### src/rtl/mask_vertical_band_marker_defines.svh
// ----------------------------------------------------------------------------
// mask_vertical_band_marker_defines
// assertion macros shared by the band marker modules
// ----------------------------------------------------------------------------
`ifndef MASK_VERTICAL_BAND_MARKER_DEFINES_SVH
`define MASK_VERTICAL_BAND_MARKER_DEFINES_SVH

// same-cycle implication
`define MVBM_ASSERT_SAME(label, clk, rst, ante, cons, msg) \
   label: assert property (@(posedge clk) disable iff (rst) (ante) |-> (cons)) \
      else $error(msg);

// next-cycle implication
`define MVBM_ASSERT_NEXT(label, clk, rst, ante, cons, msg) \
   label: assert property (@(posedge clk) disable iff (rst) (ante) |=> (cons)) \
      else $error(msg);

`endif

### src/rtl/mvbm_pkg.sv
// ----------------------------------------------------------------------------
// mvbm_pkg
// types and constants of the vertical band marker
// ----------------------------------------------------------------------------
package mvbm_pkg;

   localparam int MAX_WIDTH_DEF    = 2048;
   localparam int MAX_HEIGHT_DEF   = 2048;
   localparam int HISTORY_ROWS_DEF = 128;

   localparam int DIM_CFG_W   = 12;
   localparam int TOL_CFG_W   = 5;
   localparam int REACH_CFG_W = 7;
   localparam int CSR_DATA_W  = 12;
   localparam int CSR_ADDR_W  = 2;
   localparam int POS_OUT_W   = 11;

   localparam int WIDTH_RST     = 1920;
   localparam int HEIGHT_RST    = 1080;
   localparam int TOLERANCE_RST = 27;
   localparam int REACH_RST     = 96;

   typedef enum logic [CSR_ADDR_W-1:0] {
      CSR_IMAGE_WIDTH,
      CSR_IMAGE_HEIGHT,
      CSR_TOLERANCE_ROWS,
      CSR_REACH_ROWS
   } csr_index_type;

   typedef struct packed {
      logic mask_in;
      logic flush;
   } req_type;

   typedef struct packed {
      logic                 mask_out;
      logic [POS_OUT_W-1:0] out_row;
      logic [POS_OUT_W-1:0] out_col;
      logic                 frame_end;
   } rsp_type;

   typedef struct packed {
      logic                 pix;
      logic                 emit;
      logic                 band_b_ok;
      logic                 tol_ok;
      logic                 byp_cur;
      logic                 byp_up;
      logic                 last;
      logic [POS_OUT_W-1:0] row;
      logic [POS_OUT_W-1:0] col;
   } stage_type;

endpackage

### src/rtl/mvbm_front.sv
// ----------------------------------------------------------------------------
// mvbm_front
// raster counters, line store addressing and per-pixel decode
// ----------------------------------------------------------------------------
`include "mask_vertical_band_marker_defines.svh"

module mvbm_front import mvbm_pkg::*; #(
   parameter int MaxWidth    = MAX_WIDTH_DEF,
   parameter int MaxHeight   = MAX_HEIGHT_DEF,
   parameter int HistoryRows = HISTORY_ROWS_DEF
) (
   input  logic                                        clock,
   input  logic                                        reset,
   input  logic                                        accept,
   input  req_type                                     req_data,
   input  logic [$clog2(MaxWidth+1)-1:0]               width,
   input  logic [$clog2(MaxHeight+1)-1:0]              height,
   input  logic [$clog2(HistoryRows)-1:0]              reach,
   input  logic [$clog2(HistoryRows)-1:0]              tol,
   output logic [$clog2(HistoryRows*MaxWidth)-1:0]     wr_addr,
   output logic [$clog2(HistoryRows*MaxWidth)-1:0]     rd_addr_cur,
   output logic [$clog2(HistoryRows*MaxWidth)-1:0]     rd_addr_up,
   output logic                                        wr_bit,
   output stage_type                                   stage
);

   localparam int COL_W  = $clog2(MaxWidth + 1);
   localparam int ROW_W  = $clog2(MaxHeight + HistoryRows + 1);
   localparam int LINE_W = $clog2(HistoryRows);
   localparam int ADDR_W = $clog2(HistoryRows * MaxWidth);

   logic [ROW_W-1:0]  row_ff, row_in;
   logic [COL_W-1:0]  col_ff, col_in;
   logic [LINE_W-1:0] line_ff, line_in;

   logic              col_wrap, row_wrap, emit, last;
   logic [COL_W-1:0]  col_a, col_n;
   logic [ROW_W-1:0]  row_p, row_a, row_r, row_lim;
   logic [LINE_W-1:0] line_p, line_a, line_cur, line_up;
   logic [LINE_W:0]   line_wide;

   function automatic logic [LINE_W-1:0] line_inc(logic [LINE_W-1:0] v);
      if ({1'b0, v} == (LINE_W+1)'(HistoryRows - 1)) return '0;
      return v + LINE_W'(1);
   endfunction

   function automatic logic [LINE_W-1:0] line_sub(logic [LINE_W-1:0] a,
                                                 logic [LINE_W-1:0] b);
      if (a >= b) return a - b;
      return LINE_W'({1'b0, a} + (LINE_W+1)'(HistoryRows) - {1'b0, b});
   endfunction

   always_comb begin
      // wrap left over from a configuration change
      col_wrap = col_ff >= width;
      col_a    = col_wrap ? '0 : col_ff;
      row_p    = col_wrap ? row_ff + ROW_W'(1) : row_ff;
      line_p   = col_wrap ? line_inc(line_ff) : line_ff;
      row_lim  = ROW_W'(height) + ROW_W'(reach);
      row_wrap = row_p >= row_lim;
      row_a    = row_wrap ? '0 : row_p;
      line_a   = row_wrap ? '0 : line_p;

      emit     = row_a >= ROW_W'(reach);
      row_r    = row_a - ROW_W'(reach);
      last     = (row_r == ROW_W'(height) - ROW_W'(1)) && (col_a == width - COL_W'(1));
      line_cur = line_sub(line_a, reach);
      line_up  = line_sub(line_cur, tol);

      col_n = col_a + COL_W'(1);
      if (emit && last) begin
         col_in  = '0;
         row_in  = '0;
         line_in = '0;
      end else if (col_n >= width) begin
         col_in  = '0;
         row_in  = row_a + ROW_W'(1);
         line_in = line_inc(line_a);
      end else begin
         col_in  = col_n;
         row_in  = row_a;
         line_in = line_a;
      end
   end

   always_ff @(posedge clock) begin
      if (reset) begin
         row_ff  <= '0;
         col_ff  <= '0;
         line_ff <= '0;
      end else if (accept) begin
         row_ff  <= row_in;
         col_ff  <= col_in;
         line_ff <= line_in;
      end
   end

   assign wr_bit      = req_data.mask_in & ~req_data.flush;
   assign wr_addr     = ADDR_W'(line_a) * ADDR_W'(MaxWidth) + ADDR_W'(col_a);
   assign rd_addr_cur = ADDR_W'(line_cur) * ADDR_W'(MaxWidth) + ADDR_W'(col_a);
   assign rd_addr_up  = ADDR_W'(line_up) * ADDR_W'(MaxWidth) + ADDR_W'(col_a);

   // same-cycle reads of the slot being written take the new pixel
   always_comb begin
      stage.pix       = wr_bit;
      stage.emit      = emit;
      stage.band_b_ok = row_a < ROW_W'(height);
      stage.tol_ok    = row_r >= ROW_W'(tol);
      stage.byp_cur   = reach == '0;
      stage.byp_up    = (reach == '0) && (tol == '0);
      stage.last      = last;
      stage.row       = POS_OUT_W'(row_r);
      stage.col       = POS_OUT_W'(col_a);
   end

   assign line_wide = {1'b0, line_ff};

   `MVBM_ASSERT_NEXT(a_frame_end_restarts, clock, reset, accept && emit && last, row_ff == '0 && col_ff == '0 && line_ff == '0, "counters not cleared after frame end")
   `MVBM_ASSERT_NEXT(a_counters_hold, clock, reset, !accept, $stable(row_ff) && $stable(col_ff) && $stable(line_ff), "counters moved without a transfer")
   `MVBM_ASSERT_SAME(a_line_in_range, clock, reset, 1'b1, line_wide < (LINE_W+1)'(HistoryRows), "line index beyond line store")

endmodule

### config.mk
export PLATFORM = sky130hd
export DESIGN_NAME = mvbm_front
export DESIGN_NICKNAME = d
export VERILOG_FILES = /design/src/rtl/mvbm_pkg.sv /design/src/rtl/mvbm_front.sv
export VERILOG_INCLUDE_DIRS = /design/src /design/src/rtl
export SDC_FILE = /design/constraint.sdc
export NUM_CORES = 1
export LEC_CHECK = 0
export BUFFER_PORTS_ARGS = -buffer_cell sky130_fd_sc_hd__buf_4
export CORE_UTILIZATION = 58
export CTS_CLUSTER_SIZE = 10
export DETAILED_ROUTE_END_ITERATION = 7
export PLACE_DENSITY = 0.93
export SLEW_MARGIN = 15
export SYNTH_ARGS = -nofsm -noshare
export SYNTH_HDL_FRONTEND = slang
export SYNTH_SLANG_ARGS = --single-unit
### constraint.sdc
create_clock -name clock -period 10.6 [get_ports clock]
set_input_delay 1.06 -clock clock [delete_from_list [all_inputs] [get_ports clock]]
set_output_delay 1.06 -clock clock [all_outputs]
set_load 0.02 [all_outputs]
==> results by group, run 1 <==
GRT
  • Wire length of the first global-routing pass: 28700 um
  • Antenna violations before repair: 0
  • Pin count of the biggest net entering global routing: 32
  • Global route overflow: 0
  • Via count of the first global-routing pass: 6025
  • Total Routing Usage GR: 30.5%

Clock network
  • Number of gates resized after CTS: 0
  • Num CTS Buffers: 5
  • Post-cts hold buffer count: 0
  • Clk pin slew, worst setup/hold paths: 0.05 ns
  • Buffer type at the clock tree root: clkbuf_16
  • CTS H-Tree Depth: 2
  • Number of buffers on the longest clock path: 2
  • CTS tree: done
  • Insertion delay of the later-clocked pin in the worst-skew pair: 0.28 ns
  • Clk sink count: 31
  • Number of post-CTS setup repair buffers: 0

Synthesis
  • Count of unique library cells instantiated by Yosys: 81
  • Count of flip-flops with a built-in enable after synthesis: 0
  • Post-synthesis cell type with the largest combined area: ha_1
  • Synthesized instance count: 857
  • Leading cell types by count after synthesis: ha_1 (94), inv_1 (74), xnor2_1 (73)
  • Post-synth net total: 998
  • Seq/Total Area, Yosys: 9.35%
  • Count of state elements after synthesis: 31
  • Most frequently used cell type in the post-synthesis netlist: ha_1
  • Top post-synthesis cells by area: ha_1 (18%), xnor2_1 (9.6%), dfxtp_1 (9.4%), xor2_1 (4.5%), buf_4 (4.4%)
  • Synthesized area divided by synthesized cell count: 7.74 um2
  • Yosys top cell area share: 17.7%
  • Proportion of register bits with asynchronous set or reset after synthesis: 0%
  • Synth warn: 0
  • Post-synthesis cell area: 0.00664 mm2
  • Main flop type after synthesis: dfxtp_1

Place
  • Post-placement setup slack: 1.35 ns
  • Number of port buffers: 126
  • RePlAce Congestion: 0.967
  • Instance area at placement: 0.00738 mm2
  • Placed wire-length estimate: 14400 um

Timing
  • Slew Limit Headroom: 35.0%
  • Final worst slack: 1.08 ns
  • Tmin final: 9.52 ns
  • Maximum clock rate: 105 MHz
  • Final period util: 89.8%
  • Tightest Pin Transition: 0.967 ns
  • Count of endpoints failing hold in the final timing report: 0
  • Unrepaired setup endpoints after global routing: false
  • Post-Route Skew: 0.00566 ns
  • Setup_tns: 0 ns
  • Smallest hold slack: 0.485 ns
  • # setup viols final: 0
  • Number of pins with negative max-slew slack in the final report: 0

Worst setup path
  • Peak per-stage delay on the critical path: 0.74 ns
  • Crit end category: output pin
  • Critical path peak fanout: 19
  • Crit path max-delay family: simple AND/OR/NAND/NOR gates
  • Buffers plus inverters on the worst setup path: 3
  • Type of element launching the critical path: input port
  • Worst Path Class, Setup: in2out
  • Arrival time at the worst endpoint: 8.46 ns
  • Worst-path cell with the longest stage delay: o41a_1
  • Worst endpoint required time: 9.54 ns

Power
  • Peak supply drop: 0.0708 mV
  • Leakage power: 0.00362 uW
  • Pwr dens: 60.1 mW/mm2
  • Tot Pwr: 452 uW

Min path
  • Hold Path Class: reg2reg

Cells and area
  • FF/Latch Area: 621 um2
  • Signed area change from the synthesized netlist to the final layout: 13.3%
  • Proportion of layout cells with a drive suffix above 1: 21.2%
  • Final cell area excluding filler cells: 0.00752 mm2
  • Ant. Diodes: 0
  • Area used by multi-input combinational logic: 0.00531 mm2
  • Filler Cells Inserted: 866
  • Total Nets Final: 1070

Floorplan
  • Starting density of the core: 60.4%
  • Number of placement rows: 38
  • Vertical die dimension: 109 um
  • Standard cell core area: 0.0110 mm2
  • Number of top-level design ports: 127
  • Die area: 0.0119 mm2
  • Die W: 109 um

Detailed routing
  • Overall routed net length: 17900 um
  • Remaining number of nets flagged by the antenna check after routing: 0
  • Vias post-DR: 6516
  • Iteration-0 DRC count of the detailed router: 545
  • Vias per std cell: 6.09
  • DR WL/cell: 16.7 um
  • Detailed Routing Iterations Pass 1: 5
  • Number of DRC violations after detailed routing: 0

Status
  • Outcome: finished, final reports clean

Run
  • Count of max-cap constraint violations: 0
==> final timing paths <==
path | startpoint | end | slack [ns] | cells past startpoint
hold reg to reg | row_ff[9] | row_ff[9] | 0.48 | 2
setup / recovery | width[0] | stage[22] | 1.08 | 27
setup reg to reg | col_ff[0] | row_ff[4] | 2.47 | 26
hold / removal | row_ff[9] | row_ff[9] | 0.48 | 2
==> layout by cell type (no fill, tap or decap), drive strengths merged, types with 3 or more instances in the layout <==
cell / instances
a2111oi: 5
a211oi: 6
a21o: 17
a21oi: 26
a31oi: 8
and2: 8
and3: 21
buf: 132
clkbuf: 7
dfxtp: 31
fa: 4
ha: 94
inv: 74
mux2i: 5
nand2: 63
nand2b: 13
nand3: 40
nand4: 17
nand4b: 7
nor2: 50
nor2b: 14
nor3: 26
nor4: 11
nor4b: 5
o2111ai: 6
o21a: 3
o21ai: 49
o31ai: 17
o41ai: 4
or2: 3
or3: 5
or4: 9
xnor2: 73
xor2: 35
==> power breakdown <==
part	internal (uW)	switching [uW]	leakage (uW)
clock	86.8	53.4	0.0000679
sequential	117	1.10	0.000250
combinational	83.4	110	0.00330
total	287	164	0.00362
==> state kept, by name, indices dropped and copies added, names as in the netlist <==
signal   cells
line_ff      7
col_ff      12
row_ff      12
==> tightest hold or removal path: stages, from the launching register on <==
cell	delay (ns)
dfxtp_1	0.32
nand2_1	0.07
o21ai_2	0.04
==> cells by family after synthesis <==
group | synth area share (%)
buf+inv | 10.8
mux | 0.924
simple gates | 24.3
flops | 9.35
compound gates | 20.2
fa+ha+maj | 18.9
xor+xnor | 15.4
==> metal layers <==
layer  vias up  GRT usage, %  routed length, um
met5         -             0                  0
met4         0          10.5                408
met3        37          3.77               1560
met2       311          52.3               8410
met1      2993          39.0               7540
li1       3175             -                  -
==> cell type report <==
class / instances / area share [%]
inverter: 75 / 3.75
clock inverter: 1 / 0.0666
sequential: 31 / 8.26
timing repair buffer: 132 / 13.2
multi-input combinational: 684 / 70.7
tap: 140 / 2.33
clock buffer: 7 / 1.76
==> through the flow <==
step / cells / util (%)
after floorplan: 857 / -
after global placement: 1062 / 67.2
after detailed placement: 1062 / 67.2
after CTS: 1070 / 68.4
after global routing: 1070 / 68.4
final: 1070 / 68.4
Power figures use the tool's default switching activity.
==> run 2: changes to the inputs <==
--- a/config.mk
+++ b/config.mk
@@ -7,10 +7,12 @@
 export NUM_CORES = 1
 export LEC_CHECK = 0
 export BUFFER_PORTS_ARGS = -buffer_cell sky130_fd_sc_hd__buf_4
+export CORE_MARGIN = 1.5
 export CORE_UTILIZATION = 58
 export CTS_CLUSTER_SIZE = 10
 export DETAILED_ROUTE_END_ITERATION = 7
 export PLACE_DENSITY = 0.93
+export RECOVER_POWER = 25
 export SLEW_MARGIN = 15
 export SYNTH_ARGS = -nofsm -noshare
 export SYNTH_HDL_FRONTEND = slang
==> run 2 against run 1 <==
Effect of this change: via count is 2.3% higher; setup slack lost 0.14 ns; final cell count fell by 0.28%; global-route usage about the same; non-clock buffer count is 2 lower.
==> results by group, run 2 (synthesis results as in run 1) <==
Worst setup path
  • Worst endpoint required time: 9.54 ns (about the same)
  • Capturing point of the worst reg2reg path: row_ff[4]
  • Type of element launching the critical path: input port
  • Worst Path Class, Setup: in2out
  • Critical path peak fanout: 19 (unchanged)
  • R2R Setup Slk: 2.53 ns (+0.06 ns)
  • Reg-to-Reg Start: col_ff[0]
  • R2R depth: 25 (-3.8%)
  • Crit end category: output pin
  • Arrival time at the worst endpoint: 8.59 ns (+0.13 ns)

Floorplan
  • Standard cell core area: 0.0110 mm2 (unchanged)
  • Die area: 0.0121 mm2 (+1.8%)
  • Starting density of the core: 60.4% (unchanged)
  • Die W: 110 um (+0.92%)
  • Number of top-level design ports: 127 (unchanged)
  • Vertical die dimension: 110 um (+0.92%)
  • Number of placement rows: 38 (unchanged)

Clock network
  • Number of buffers on the longest clock path: 2 (unchanged)
  • Clk pin slew, worst setup/hold paths: 0.05 ns (about the same)
  • Insertion delay of the later-clocked pin in the worst-skew pair: 0.28 ns (about the same)
  • CTS H-Tree Depth: 2 (unchanged)
  • Clk sink count: 31 (unchanged)
  • Number of post-CTS setup repair buffers: 0 (unchanged)
  • Buffer type at the clock tree root: clkbuf_16
  • Num CTS Buffers: 5 (unchanged)
  • CTS tree: done
  • Number of gates resized after CTS: 0 (unchanged)
  • Post-cts hold buffer count: 0 (unchanged)

Detailed routing
  • Total length of routed met2 wires: 8550 um (+1.7%)
  • Iteration-0 DRC count of the detailed router: 540 (-0.92%)
  • Wire length the detailed router placed on met1: 7780 um (+3.2%)
  • Top layer in use: met4
  • Detailed Routing Iterations Pass 1: 5 (unchanged)
  • Overall routed net length: 18200 um (+1.8%)
  • Number of DRC violations after detailed routing: 0 (unchanged)
  • Sum of met3 wire segment lengths after detailed routing: 1480 um (-5.1%)
  • Remaining number of nets flagged by the antenna check after routing: 0 (unchanged)
  • Vias per std cell: 6.25 (+2.6%)
  • Vias post-DR: 6668 (+2.3%)
  • DR WL/cell: 17.1 um (+2.1%)

Cells and area
  • Proportion of layout cells with a drive suffix above 1: 18.1% (-3.1 points)
  • Commonest non-fill, non-tap cell in the layout: buf_4
  • Area used by multi-input combinational logic: 0.00530 mm2 (-0.26%)
  • Most frequent cells in the layout: buf_4 (103), ha_1 (94), inv_1 (74)
  • Final cell area excluding filler cells: 0.00739 mm2 (-1.6%)
  • Ant. Diodes: 0 (unchanged)
  • Largest registers: col_ff (12), row_ff (12), line_ff (7)
  • Total Nets Final: 1068 (-0.19%)
  • Signed area change from the synthesized netlist to the final layout: 11.4%
  • Filler Cells Inserted: 936 (+8.1%)
  • Final Core Density: 67.3% (-1.1 points)
  • FF/Latch Area: 621 um2 (unchanged)

GRT
  • Via count of the first global-routing pass: 6213 (+3.1%)
  • Pin count of the biggest net entering global routing: 32 (unchanged)
  • Wire length of the first global-routing pass: 29300 um (+1.9%)
  • Antenna violations before repair: 0 (unchanged)
  • Global route overflow: 0 (unchanged)
  • Total Routing Usage GR: 30.5% (about the same)

Min path
  • Start point of the worst hold path: row_ff[4]
  • Hold Path Class: reg2reg
  • Worst Hold End: row_ff[4]
  • Number of cells on the worst hold path: 2 (unchanged)

Power
  • Leakage power: 0.00350 uW (-3.4%)
  • Pwr dens: 61.5 mW/mm2 (+2.2%)
  • Tot Pwr: 454 uW (+0.54%)
  • Peak supply drop: 0.0623 mV (-12%)

Place
  • Post-placement setup slack: 1.52 ns (+0.172 ns)
  • Number of port buffers: 126 (unchanged)
  • Placed wire-length estimate: 14500 um (+0.91%)
  • RePlAce Congestion: 0.976 (+0.95%)
  • Instance area at placement: 0.00736 mm2 (-0.20%)

Timing
  • Final period util: 91.1% (+1.3 points)
  • Setup_tns: 0 ns (unchanged)
  • Tmin final: 9.65 ns (+0.136 ns)
  • Post-Route Skew: 0.00477 ns (-0.000889 ns)
  • Tightest Pin Transition: 1.12 ns (+0.153 ns)
  • Unrepaired setup endpoints after global routing: false
  • Maximum clock rate: 104 MHz (-1.4%)
  • Slew Limit Headroom: 25.4% (-9.6 points)
  • Count of endpoints failing hold in the final timing report: 0 (unchanged)
  • Final worst slack: 0.945 ns (-0.136 ns)
  • Number of pins with negative max-slew slack in the final report: 0 (unchanged)
  • # setup viols final: 0 (unchanged)

Status
  • Outcome: finished, final reports clean

Run
  • Count of max-cap constraint violations: 0 (unchanged)
[run 2: how the worst max path moves through the flow]
| stage | cells after the start | startpoint | end | slack (ns) |
|---|---|---|---|---|
| 2_1_floorplan | 30 | width[10] | stage[22] | 1.98 |
| 3_3_place_gp | 27 | width[0] | stage[22] | 1.71 |
| 3_5_place_dp | 27 | width[0] | stage[22] | 1.52 |
| 4_1_cts | 27 | width[0] | stage[22] | 1.45 |
| 5_1_grt | 28 | width[0] | rd_addr_up[17] | 0.43 |
| 6_report | 26 | width[0] | stage[22] | 0.95 |
[run 2: layer usage]
metal  track usage (%)  vias up
met1              38.7     3115
met2              52.8      344
li1                  -     3169
met4              11.1        0
met5                 0        -
met3              3.44       40
[run 2: stage by stage]
stage,std cells,hold slack [ns]
final,1067,0.476
after global routing,1067,0.503
after CTS,1067,0.475
after detailed placement,1060,0.469
after global placement,1060,0.465
after floorplan,857,0.452
[run 2: layout make-up]
class | count | area share [%]
Multi-Input combinational cell | 684 | 71.7
Inverter | 75 | 3.81
Timing Repair Buffer | 130 | 11.8
Clock inverter | 1 | 0.0677
Tap cell | 140 | 2.37
Clock buffer | 6 | 1.88
Sequential cell | 31 | 8.39
[run 2: critical path: stages]
cell and delay [ns]:
buf_4 0.13, ha_1 0.28, nand2b_4 0.14, a2111oi_0 0.74, o41a_1 0.74, nand2_1 0.60, xnor2_1 0.42, ha_1 0.29
nor2b_1 0.11, o21ai_0 0.09, a21oi_1 0.20, o21ai_1 0.14, a21oi_1 0.39, inv_1 0.13, fa_1 0.44, nand2b_1 0.17
o2bb2ai_1 0.15, xnor2_1 0.29, xnor2_1 0.13, or4_1 0.48, nor3_1 0.32, nand4b_1 0.15, a2111oi_0 0.40, nand3_1 0.12
nor3_1 0.28, buf_4 0.19
[run 2: where the power goes]
group          internal (uW)  switching, uW  total [uW]
clock network           91.6           53.7         145
registers                117           1.01         118
logic                   81.5            109         191
==> run 3: changes to the inputs <==
--- a/config.mk
+++ b/config.mk
@@ -6,12 +6,13 @@
 export SDC_FILE = /design/constraint.sdc
 export NUM_CORES = 1
 export LEC_CHECK = 0
+export ABC_AREA = 1
 export BUFFER_PORTS_ARGS = -buffer_cell sky130_fd_sc_hd__buf_4
 export CORE_MARGIN = 1.5
-export CORE_UTILIZATION = 58
+export CORE_UTILIZATION = 59
 export CTS_CLUSTER_SIZE = 10
 export DETAILED_ROUTE_END_ITERATION = 7
-export PLACE_DENSITY = 0.93
+export PLACE_DENSITY = 0.94
 export RECOVER_POWER = 25
 export SLEW_MARGIN = 15
 export SYNTH_ARGS = -nofsm -noshare
==> run 3 against run 2 <==
Effect of this change: sequential share of layout area shrank 0.33 points; cell area increased by 4.1%; sequential power barely moved; global-route usage decreased by 1.3 points; register-to-register slack better by 1.0 ns; area after synthesis up 4.6%; core utilization shrank 0.22 points; critical path type unchanged; largest cell class unchanged.
==> results by group, run 3 <==
Status
  • Outcome: finished, final reports clean

Cells and area
  • Most frequent cells in the layout: nand2_1 (332), inv_1 (196), nor2_1 (129)
  • Proportion of layout cells with a drive suffix above 1: 12.0% (-6.1 points)
  • Area used by multi-input combinational logic: 0.00512 mm2 (-3.3%)
  • Total Nets Final: 1398 (+31%)
  • Signed area change from the synthesized netlist to the final layout: 10.8%
  • Ant. Diodes: 0 (unchanged)
  • Largest registers: col_ff (12), row_ff (12), line_ff (7)
  • Commonest non-fill, non-tap cell in the layout: nand2_1
  • Filler Cells Inserted: 1052 (+12%)
  • FF/Latch Area: 621 um2 (unchanged)

Detailed routing
  • Vias per std cell: 5.41 (-13%)
  • Overall routed net length: 18600 um (+2.2%)
  • Remaining number of nets flagged by the antenna check after routing: 0 (unchanged)
  • Number of DRC violations after detailed routing: 0 (unchanged)
  • Detailed Routing Iterations Pass 1: 6 (+1)
  • Vias post-DR: 7570 (+14%)
  • DR WL/cell: 13.3 um (-22%)
  • Iteration-0 DRC count of the detailed router: 590 (+9.3%)

Place
  • Number of port buffers: 126 (unchanged)
  • Placed wire-length estimate: 15400 um (+6.1%)
  • RePlAce Congestion: 0.970 (-0.62%)

Power
  • Pwr dens: 58.4 mW/mm2 (-5.0%)
  • Peak supply drop: 0.0634 mV (+1.8%)
  • Leakage power: 0.00429 uW (+23%)
  • Tot Pwr: 449 uW (-1.1%)

Timing
  • # setup viols final: 0 (unchanged)
  • Setup_tns: 0 ns (unchanged)
  • Count of endpoints failing hold in the final timing report: 0 (unchanged)
  • Final period util: 79.6% (-12 points)
  • Tmin final: 8.44 ns (-1.22 ns)
  • Post-Route Skew: 0.00243 ns (-0.00234 ns)
  • Maximum clock rate: 119 MHz (+14%)
  • Number of pins with negative max-slew slack in the final report: 0 (unchanged)
  • Tightest Pin Transition: 1.04 ns (-0.0812 ns)
  • Slew Limit Headroom: 30.4% (+5.0 points)
  • Unrepaired setup endpoints after global routing: false

Clock network
  • Num CTS Buffers: 5 (unchanged)
  • Clk sink count: 31 (unchanged)
  • CTS tree: done
  • Number of buffers on the longest clock path: 2 (unchanged)
  • Post-cts hold buffer count: 0 (unchanged)
  • CTS H-Tree Depth: 2 (unchanged)
  • Number of gates resized after CTS: 0 (unchanged)
  • Insertion delay of the later-clocked pin in the worst-skew pair: 0.28 ns (about the same)
  • Buffer type at the clock tree root: clkbuf_16
  • Number of post-CTS setup repair buffers: 0 (unchanged)
  • Clk pin slew, worst setup/hold paths: 0.05 ns (about the same)

GRT
  • Met3 track utilization from global routing: 5.17% (+1.7 points)
  • Via count of the first global-routing pass: 6792 (+9.3%)
  • Met2 layer usage reported by global route: 50.0% (-2.8 points)
  • Pin count of the biggest net entering global routing: 40 (+25%)
  • Total Routing Usage GR: 29.2% (-1.3 points)
  • Global route overflow: 0 (unchanged)
  • Global-route track usage on met1: 37.2% (-1.6 points)
  • GRT Max-Usage Layer: met2
  • Antenna violations before repair: 0 (unchanged)
  • Wire length of the first global-routing pass: 30500 um (+4.1%)

Synthesis
  • Count of state elements after synthesis: 31 (unchanged)
  • Post-synth net total: 1316 (+32%)
  • Leading cell types by count after synthesis: nand2_1 (332), inv_1 (196), nor2_1 (125)
  • Proportion of register bits with asynchronous set or reset after synthesis: 0% (unchanged)
  • Top post-synthesis cells by area: nand2_1 (18%), ha_1 (17%), inv_1 (11%), dfxtp_1 (8.9%), nor2_1 (6.8%)
  • Main flop type after synthesis: dfxtp_1
  • Synth warn: 0 (unchanged)
  • Synthesized instance count: 1175 (+37%)
  • Synthesized area divided by synthesized cell count: 5.91 um2 (-24%)
  • Count of flip-flops with a built-in enable after synthesis: 0 (unchanged)
  • Seq/Total Area, Yosys: 8.94% (-0.41 points)
  • Post-synthesis cell area: 0.00694 mm2 (+4.6%)
  • Count of unique library cells instantiated by Yosys: 48 (-41%)
  • Most frequently used cell type in the post-synthesis netlist: nand2_1
  • Post-synthesis cell type with the largest combined area: nand2_1
  • Yosys top cell area share: 18.0% (+0.23 points)

Worst setup path
  • Peak per-stage delay on the critical path: 0.49 ns (-0.25 ns)
  • Most frequent cell on the critical path: nand2_1
  • Worst-path cell with the longest stage delay: fa_1
  • Critical path peak fanout: 11 (-8)
  • Type of element launching the critical path: input port
  • R2R Setup Slk: 3.57 ns (+1.04 ns)
  • Worst Path Class, Setup: in2out
  • Worst endpoint required time: 9.54 ns (about the same)
  • Crit end category: output pin
  • Arrival time at the worst endpoint: 7.38 ns (-1.21 ns)

Floorplan
  • Vertical die dimension: 111 um (+1.4%)
  • Standard cell core area: 0.0115 mm2 (+4.4%)
  • Number of top-level design ports: 127 (unchanged)
  • Die W: 111 um (+1.4%)
  • Die area: 0.0124 mm2 (+2.8%)
  • Number of placement rows: 39 (+2.6%)
  • Starting density of the core: 60.5% (+0.11 points)

Run
  • Count of max-cap constraint violations: 0 (unchanged)

Min path
  • Hold Path Class: reg2reg
==> run 3: where the power goes <==
part / total [uW] / switching [uW] / internal (uW) / leakage, uW
sequential: 118 / 0.651 / 117 / 0.000250
clock: 144 / 52.9 / 91.6 / 0.0000727
combinational: 187 / 114 / 72.5 / 0.00396
==> run 3: worst paths after layout <==
kind	depth (start not counted)	start	end
setup / recovery	38	reach[0]	stage[25]
hold / removal	2	row_ff[11]	row_ff[11]
setup reg to reg	42	col_ff[3]	col_ff[4]
hold reg to reg	2	row_ff[11]	row_ff[11]
==> run 3: logic make-up after synthesis <==
kind of cell    after synthesis  share of synthesized area, %
compound gates              115                          9.16
fa+ha+maj                    98                          18.1
xor+xnor                     65                          8.20
flops                        31                          8.94
simple gates                611                          38.7
buf+inv                     255                          16.9
==> run 3: metal layers <==
| layer | part of all wire (%) | routed length (um) |
|---|---|---|
| met1 | 43 | 7920 |
| met2 | 46 | 8630 |
| met3 | 8.3 | 1550 |
| met4 | 2.8 | 527 |
| met5 | 0 | 0 |
==> run 3: cell type report <==
cell class | instances | share of cell area, %
Multi-Input combinational cell | 889 | 66.6
Timing Repair Buffer | 127 | 11.3
Inverter | 203 | 9.90
Sequential cell | 31 | 8.07
Tap cell | 143 | 2.33
Clock buffer | 6 | 1.81
Clock inverter | 1 | 0.0651
==> run 3: worst max-delay path: cells and delay by family <==
kind	cells	cell delay, ns
AO/OA/AOI/OAI	11	2.07
adder cells (fa/ha/maj)	6	1.80
AND/OR/NAND/NOR	12	1.50
buffers and inverters	9	0.98
==> run 3: through the flow <==
step                instances  setup WS (ns)  cell area (um2)  utilization (%)  hold slack, ns
floorplan                1175           3.04             6940                -           0.445
global placement         1393           2.57             7660             66.8           0.453
detailed placement       1393           2.25             7660             66.8           0.466
CTS                      1400           2.24             7810             68.1           0.474
global route             1400           1.70             7690             67.1           0.485
finish                   1400           2.16             7690             67.1           0.474
